`src/lcrc_pkg.sv`:
```
// package for the letter-count run-length codec
// codes, constants, job descriptor and sequencer state type; no dependencies
package lcrc_pkg;

  localparam int unsigned AddrW = 3;
  localparam int unsigned DataW = 32;

  localparam logic [AddrW-3:0] RegDirection = 1'b0;

  localparam logic DirEncode = 1'b0;
  localparam logic DirDecode = 1'b1;

  localparam logic [7:0] LetterA = 8'h41;
  localparam logic [7:0] LetterZ = 8'h5A;
  localparam logic [7:0] MarkQ   = 8'h51;
  localparam logic [4:0] MaxRun  = 5'd26;

  localparam logic [1:0] PhaseMark   = 2'd0;
  localparam logic [1:0] PhaseLetter = 2'd1;
  localparam logic [1:0] PhaseData   = 2'd2;

  typedef enum logic [1:0] {
    SeqIdle,
    SeqTriple,
    SeqCopy
  } seq_state_e;

  typedef struct packed {
    logic       start_triple;
    logic       start_copy;
    logic       two;
    logic [7:0] letter0;
    logic [7:0] byte0;
    logic [7:0] letter1;
    logic [7:0] byte1;
    logic [4:0] count;
    logic       last;
  } job_t;

  function automatic logic [7:0] len_to_letter(input logic [4:0] len);
    logic [7:0] sum;
    sum = LetterA + {3'b000, len} - 8'd1;
    return sum;
  endfunction

endpackage

```
`src/lcrc_seq.sv`:
```
// output sequencer: steps through triples or copies one byte per cycle
// if not stalled, with index and down counters; depends on lcrc_pkg
module lcrc_seq import lcrc_pkg::*; (
  input  logic       clk_i,
  input  logic       rst_ni,
  input  logic       job_load_i,
  input  job_t       job_i,
  output logic       busy_o,
  output logic       out_valid_o,
  input  logic       out_ready_i,
  output logic [7:0] out_byte_o,
  output logic       item_done_o,
  output logic       stream_done_o
);

  seq_state_e state_q, state_d;
  logic [1:0] idx_q, idx_d;
  logic       sel_q, sel_d;
  logic [4:0] cnt_q, cnt_d;
  logic [7:0] letter_q [2];
  logic [7:0] byte_q [2];
  logic       two_q;
  logic       last_q;

  logic       out_valid_q, out_valid_d;
  logic [7:0] out_byte_q;
  logic       item_done_q;
  logic       stream_done_q;

  logic       emit;
  logic [7:0] emit_byte;
  logic       emit_done;

  // next state
  always_comb begin
    state_d = state_q;
    unique case (state_q)
      SeqIdle: begin
        if (job_load_i && job_i.start_triple) begin
          state_d = SeqTriple;
        end else if (job_load_i && job_i.start_copy) begin
          state_d = SeqCopy;
        end
      end
      SeqTriple, SeqCopy: begin
        if (emit && emit_done) begin
          state_d = SeqIdle;
        end
      end
      default: state_d = SeqIdle;
    endcase
  end

  // outputs of the sequencer
  always_comb begin
    emit      = 1'b0;
    emit_byte = byte_q[0];
    emit_done = 1'b0;
    unique case (state_q)
      SeqTriple: begin
        emit = !out_valid_q || out_ready_i;
        case (idx_q)
          2'd0:    emit_byte = MarkQ;
          2'd1:    emit_byte = letter_q[sel_q];
          default: emit_byte = byte_q[sel_q];
        endcase
        emit_done = (idx_q == 2'd2) && (sel_q || !two_q);
      end
      SeqCopy: begin
        emit      = !out_valid_q || out_ready_i;
        emit_byte = byte_q[0];
        emit_done = (cnt_q == 5'd1);
      end
      default: begin
        emit = 1'b0;
      end
    endcase
  end

  always_comb begin
    idx_d = idx_q;
    sel_d = sel_q;
    cnt_d = cnt_q;
    if (job_load_i && state_q == SeqIdle) begin
      idx_d = 2'd0;
      sel_d = 1'b0;
      cnt_d = job_i.count;
    end else if (emit && state_q == SeqTriple) begin
      if (idx_q == 2'd2) begin
        idx_d = 2'd0;
        sel_d = 1'b1;
      end else begin
        idx_d = idx_q + 2'd1;
      end
    end else if (emit && state_q == SeqCopy) begin
      cnt_d = cnt_q - 5'd1;
    end
  end

  always_comb begin
    out_valid_d = out_valid_q;
    if (emit) begin
      out_valid_d = 1'b1;
    end else if (out_ready_i) begin
      out_valid_d = 1'b0;
    end
  end

  always_ff @(posedge clk_i or negedge rst_ni) begin
    if (!rst_ni) begin
      state_q     <= SeqIdle;
      idx_q       <= 2'd0;
      sel_q       <= 1'b0;
      cnt_q       <= 5'd0;
      out_valid_q <= 1'b0;
    end else begin
      state_q     <= state_d;
      idx_q       <= idx_d;
      sel_q       <= sel_d;
      cnt_q       <= cnt_d;
      out_valid_q <= out_valid_d;
    end
  end

  always_ff @(posedge clk_i) begin
    if (job_load_i && state_q == SeqIdle) begin
      letter_q[0] <= job_i.letter0;
      letter_q[1] <= job_i.letter1;
      byte_q[0]   <= job_i.byte0;
      byte_q[1]   <= job_i.byte1;
      two_q       <= job_i.two;
      last_q      <= job_i.last;
    end
    if (emit) begin
      out_byte_q    <= emit_byte;
      item_done_q   <= emit_done;
      stream_done_q <= emit_done && last_q;
    end
  end

  assign busy_o        = (state_q != SeqIdle);
  assign out_valid_o   = out_valid_q;
  assign out_byte_o    = out_byte_q;
  assign item_done_o   = item_done_q;
  assign stream_done_o = stream_done_q;

endmodule

```
`src/letter_count_rle_codec.sv`:
```
// letter-count run-length codec top level: config port, run and triple state
// depends on lcrc_pkg and lcrc_seq
// output: the sequencer takes the job and then registers each output byte
// input: no new item is taken while the sequencer is busy; the k output
// bytes of an item (k is 0, 3 or 6 when encoding, 0 to 26 when decoding)
// are emitted one byte per cycle by the sequencer, unless the output stalls
// reset: asynchronous, clears direction, run and triple state and the sequencer
module letter_count_rle_codec import lcrc_pkg::*; (
  input  logic             clk_i,
  input  logic             rst_ni,
  input  logic             psel,
  input  logic             penable,
  input  logic             pwrite,
  input  logic [AddrW-1:0] paddr,
  input  logic [DataW-1:0] pwdata,
  output logic [DataW-1:0] prdata,
  output logic             pready,
  input  logic             in_valid_i,
  output logic             in_ready_o,
  input  logic [7:0]       in_byte_i,
  input  logic             in_last_i,
  output logic             out_valid_o,
  input  logic             out_ready_i,
  output logic [7:0]       out_byte_o,
  output logic             item_done_o,
  output logic             stream_done_o
);

  logic       direction_q;
  logic [7:0] run_byte_q, run_byte_d;
  logic [4:0] run_length_q, run_length_d;
  logic       run_open_q, run_open_d;
  logic [1:0] phase_q, phase_d;
  logic [4:0] copy_count_q, copy_count_d;

  logic       busy;
  logic       accept;
  logic       cfg_write;
  logic       reg_hit;
  job_t       job;

  logic       e0_vld;
  logic [4:0] e0_len;
  logic [7:0] e0_byte;
  logic [4:0] letter_count;

  assign pready    = 1'b1;
  assign reg_hit   = (paddr[AddrW-1:2] == RegDirection);
  assign cfg_write = psel && penable && pwrite && reg_hit;
  assign prdata    = reg_hit ? {{(DataW-1){1'b0}}, direction_q} : '0;

  assign in_ready_o = !busy;
  assign accept     = in_valid_i && in_ready_o;

  // encoder run tracking
  always_comb begin
    e0_vld       = 1'b0;
    e0_len       = run_length_q;
    e0_byte      = run_byte_q;
    run_byte_d   = run_byte_q;
    run_length_d = run_length_q;
    run_open_d   = run_open_q;
    if (!run_open_q) begin
      run_byte_d   = in_byte_i;
      run_length_d = 5'd1;
      run_open_d   = 1'b1;
    end else if (in_byte_i == run_byte_q) begin
      if (run_length_q >= MaxRun) begin
        e0_vld       = 1'b1;
        e0_len       = MaxRun;
        run_length_d = 5'd1;
      end else begin
        run_length_d = run_length_q + 5'd1;
      end
    end else begin
      e0_vld       = 1'b1;
      run_byte_d   = in_byte_i;
      run_length_d = 5'd1;
    end
  end

  // decoder letter and phase
  always_comb begin
    if (in_byte_i < LetterA) begin
      letter_count = 5'd0;
    end else if (in_byte_i > LetterZ) begin
      letter_count = MaxRun;
    end else begin
      letter_count = 5'(in_byte_i - LetterA + 8'd1);
    end
  end

  always_comb begin
    copy_count_d = copy_count_q;
    case (phase_q)
      PhaseLetter: begin
        copy_count_d = letter_count;
        phase_d      = PhaseData;
      end
      PhaseData: phase_d = PhaseMark;
      default:   phase_d = PhaseLetter;
    endcase
    if (in_last_i) begin
      phase_d = PhaseMark;
    end
  end

  always_comb begin
    job = '0;
    job.last  = in_last_i;
    job.count = copy_count_q;
    if (direction_q == DirEncode) begin
      job.start_triple = accept && (e0_vld || in_last_i);
      job.two          = e0_vld && in_last_i;
      job.letter1      = len_to_letter(run_length_d);
      job.byte1        = run_byte_d;
      if (e0_vld) begin
        job.letter0 = len_to_letter(e0_len);
        job.byte0   = e0_byte;
      end else begin
        job.letter0 = len_to_letter(run_length_d);
        job.byte0   = run_byte_d;
      end
    end else begin
      job.byte0      = in_byte_i;
      job.start_copy = accept && (phase_q == PhaseData) && (copy_count_q != 5'd0);
    end
  end

  always_ff @(posedge clk_i or negedge rst_ni) begin
    if (!rst_ni) begin
      direction_q  <= DirEncode;
      run_byte_q   <= 8'd0;
      run_length_q <= 5'd0;
      run_open_q   <= 1'b0;
      phase_q      <= PhaseMark;
      copy_count_q <= 5'd0;
    end else begin
      if (cfg_write) begin
        direction_q <= pwdata[0];
      end
      if (accept && direction_q == DirEncode) begin
        run_byte_q <= run_byte_d;
        if (in_last_i) begin
          run_length_q <= 5'd0;
          run_open_q   <= 1'b0;
        end else begin
          run_length_q <= run_length_d;
          run_open_q   <= run_open_d;
        end
      end
      if (accept && direction_q == DirDecode) begin
        phase_q      <= phase_d;
        copy_count_q <= copy_count_d;
      end
    end
  end

  lcrc_seq u_seq (
    .clk_i         (clk_i),
    .rst_ni        (rst_ni),
    .job_load_i    (accept),
    .job_i         (job),
    .busy_o        (busy),
    .out_valid_o   (out_valid_o),
    .out_ready_i   (out_ready_i),
    .out_byte_o    (out_byte_o),
    .item_done_o   (item_done_o),
    .stream_done_o (stream_done_o)
  );

endmodule

```
`config.mk`:
```
export PLATFORM = sky130hd
export DESIGN_NAME = letter_count_rle_codec
export DESIGN_NICKNAME = d
export VERILOG_FILES = /design/src/lcrc_pkg.sv /design/src/lcrc_seq.sv /design/src/letter_count_rle_codec.sv
export SDC_FILE = /design/constraint.sdc
export NUM_CORES = 1
export LEC_CHECK = 0
export BUFFER_PORTS_ARGS = -buffer_cell sky130_fd_sc_hd__buf_4
export CAP_MARGIN = 40
export CORE_MARGIN = 2
export CORE_UTILIZATION = 35
export CTS_CLUSTER_SIZE = 40
export DETAILED_ROUTE_END_ITERATION = 10
export PLACE_DENSITY = 0.69
export REMOVE_ABC_BUFFERS = 1
export SETUP_SLACK_MARGIN = 0.02
export SKIP_CTS_REPAIR_TIMING = 1
export SYNTH_ARGS = -nofsm -noshare
export SYNTH_HDL_FRONTEND = slang
export SYNTH_HIERARCHICAL = 1
export SYNTH_SLANG_ARGS = --single-unit
```
`constraint.sdc`:
```
create_clock -name clk_i -period 2.8 [get_ports clk_i]
set_clock_uncertainty 0.2 [all_clocks]
set_input_delay 0.56 -clock clk_i [delete_from_list [all_inputs] [get_ports clk_i]]
set_output_delay 0.56 -clock clk_i [all_outputs]
set_load 0.01 [all_outputs]
```
==> flow_summary.ini <==
[outcome]
status = complete, no violations

[placement]
post-dp-hpwl_mm = 6.11
place_congestion = 0.837
placed_area_um2 = 4410
port_buffers = 30

[sta]
tns_ps = 0
relSlewSlack_pct = 57.2
worst_pin_slew_ps = 637
final_max_slew_viol_count = 0
grt_setup_unrepaired = no
hold_viol_final = 0
finalCriticalPeriod_ps = 2620
finalSetupViolations = 0
fin_crit_sh_pct = 93.6
fmax_mhz = 382

[setup_path]
crit_arrival_ps = 2450
crit_required_ps = 2630
crit_chain = inv_1 -> ha_1 -> inv_1 -> nor2b_1 -> nand2_1 -> inv_1 -> buf_12
critical-path-top-delay-family = buffers and inverters
worst-path-buf-inv = 4
critPathMostFrequentCell = inv_1
max_stage_delay_ps = 420
path_max_fanout = 36
start_kind = flop
path_class = flop to flop
critPathCaptureType = flop
cp_slowest_cell = nor2b_1

[clocking]
cts-root-buf = clkbuf_16
clk_pin_slew_ps = 60
clkSinkCount = 77
ctsHtreeMaxLevel = 3
clk_latency_ps = 340
clock_path_buffers = 2
cts_buffers = 9
cts_tree = done

[global_route]
grt-ovfl-total = 0
grt_max_degree = 37
grt_antenna_before_repair = 0
track_usage_pct = 14.0
first_global_vias = 2843
grt_pass1_wl_mm = 14.1

[die]
start_util_pct = 36.2
die_y_um = 113
core_um2 = 11600
rows = 39
pin_count = 96
die_w_um = 113
die_area_um2 = 12800

[finish]
layout.area.seq_um2 = 2150
antennaDiodeCount = 0
final_cell_area_um2 = 4720
fill_cells = 1068
multiInputGateArea_um2 = 1760
area_delta_synth_final_pct = 12.8
layout.nets = 482
drive_above_1_share_pct = 17.1

[logic_synthesis]
synthFlopType = edfxtp_1
synthArstFlopShare_pct = 42.9
synth.area.top_cells = edfxtp_1, dfrtp_1, nand2_1
avgSynthCellArea_um2 = 10.7
yosysTopAreaCell = edfxtp_1
ys_seq_elements = 77
netlist_area_um2 = 4180
synth_edf_count = 44
synth.distinct_cells = 64
yosysSeqAreaShare_pct = 51.3
ys_warn_count = 6
syn-instance-count = 392
yosysTopAreaCellShare_pct = 31.6

[pwr]
p_leak_nw = 1.94
power_mw = 4.39
p_per_area_nw_per_um2 = 929
peakVddDrop_mv = 0.319

[route]
wl_mm = 8.60
vias = 2879
ant_nets = 0
route.detailed.drc = 0
wl_per_cell_um = 15.1
dr.pass1.iters = 4
vias_per_cell = 5.06
drtIter0Drc = 209

[worst_hold_path]
hold_path_class = primary input to flop

[flow_run]
cap_violations = 0
==> cells in the final DEF (no fill, tap or decap), types with 3 or more instances in the layout <==
| cell | count |
|---|---|
| clkbuf_16 | 9 |
| o211ai_1 | 4 |
| nand3_1 | 7 |
| o21a_1 | 4 |
| xor2_1 | 4 |
| a21oi_1 | 10 |
| o21ai_0 | 14 |
| or2_2 | 3 |
| nor3_1 | 10 |
| o41ai_1 | 3 |
| or3_1 | 3 |
| nor2_1 | 6 |
| inv_1 | 14 |
| a22o_1 | 17 |
| buf_4 | 34 |
| nand2b_1 | 9 |
| dfrtp_1 | 33 |
| edfxtp_1 | 44 |
| nor2b_1 | 12 |
| ha_1 | 10 |
| o221ai_1 | 3 |
| o31ai_1 | 4 |
| xnor2_1 | 7 |
| nand2_1 | 73 |
| conb_1 | 36 |
==> sequential cells by signal (all words and copies together) (netlist names) <==
signal and count:
u_seq/sel_q 1, run_length_q 5, u_seq/cnt_q 5, u_seq/last_q 1, direction_q 1, copy_count_q 5, phase_q 2, u_seq/idx_q 2
u_seq/stream_done_o 1, u_seq/out_byte_o 8, u_seq/letter_q 16, u_seq/two_q 1, u_seq/byte_q 16, e0_byte 8, u_seq/item_done_o 1, run_open_q 1
u_seq/state_q 2, u_seq/out_valid_o 1
==> final timing paths <==
path                             startpoint               to  slack [ps]  cells past startpoint
setup / recovery           u_seq/state_q[1]     u_seq/last_q         180                      7
hold / removal                    pwdata[0]      direction_q         240                      3
max in group asynchronous            rst_ni  copy_count_q[4]        1580                      2
min in group asynchronous            rst_ni  copy_count_q[3]         510                      2
setup reg to reg           u_seq/state_q[1]     u_seq/last_q         180                      7
hold reg to reg             copy_count_q[1]   u_seq/cnt_q[1]         310                      1
==> cells by family (layout without fill, tap and decap cells) <==
group | Yosys count | in the layout | share of synthesized area, %
AO/OA/AOI/OAI | 76 | 76 | 13.8
multiplexers | 3 | 3 | 0.748
other | 2 | 36 | 0.179
buffers and inverters | 66 | 66 | 9.84
flip-flops | 77 | 77 | 51.3
adder cells (fa/ha/maj) | 10 | 10 | 2.99
AND/OR/NAND/NOR | 145 | 145 | 18.0
XOR/XNOR | 13 | 13 | 3.08
==> through the flow <==
step                setup WS [ps]  util, %  cells  hold WS, ps
floorplan                     200        -    374         64.4
detailed placement            226     38.1    552          295
global placement              304     38.1    552          289
finish                        180     40.8    569          241
CTS                           191     40.7    568        -25.1
global route                 24.0     40.8    569          248
==> area by class of cell <==
| type | count | share of cell area [%] |
|---|---|---|
| clock buffer | 9 | 4.77 |
| clock inverter | 7 | 1.56 |
| inverter | 14 | 1.11 |
| multi-input combinational | 283 | 37.2 |
| sequential | 77 | 45.5 |
| tap | 143 | 3.79 |
| timing repair buffer | 36 | 6.04 |
==> power breakdown <==
part	switching (mW)	internal (mW)
clock	0.468	0.693
sequential	0.254	1.64
combinational	0.796	0.533
==> synth_stat cells, types with 3 or more instances <==
cell type  count
a21oi_1       10
a22o_1        17
buf_2          5
buf_4         36
buf_6          3
clkbuf_1       7
dfrtp_1       33
edfxtp_1      44
ha_1          10
inv_1         14
nand2_1       73
nand2b_1       9
nand3_1        7
nor2_1         6
nor2b_1       12
nor3_1        10
o211ai_1       4
o21a_1         4
o21ai_0       14
o221ai_1       3
o31ai_1        4
o41ai_1        3
or2_2          3
or3_1          3
xnor2_1        7
xor2_1         4
==> worst register-to-register path: cells and delay by family (launching register included) <==
kind                     cells  cell delay (ps)
buffers and inverters        4              760
AND/OR/NAND/NOR              2              720
flip-flops                   1              400
adder cells (fa/ha/maj)      1              220
==> per-layer routing <==
layer	track usage, %	up-vias	routed length, µm
met5	0	-	0
met1	18.7	1402	3830
met2	22.5	98	4070
li1	-	1373	-
met3	2.73	6	564
met4	5.37	0	136
Note: power is estimated with default switching activity, not from simulation.
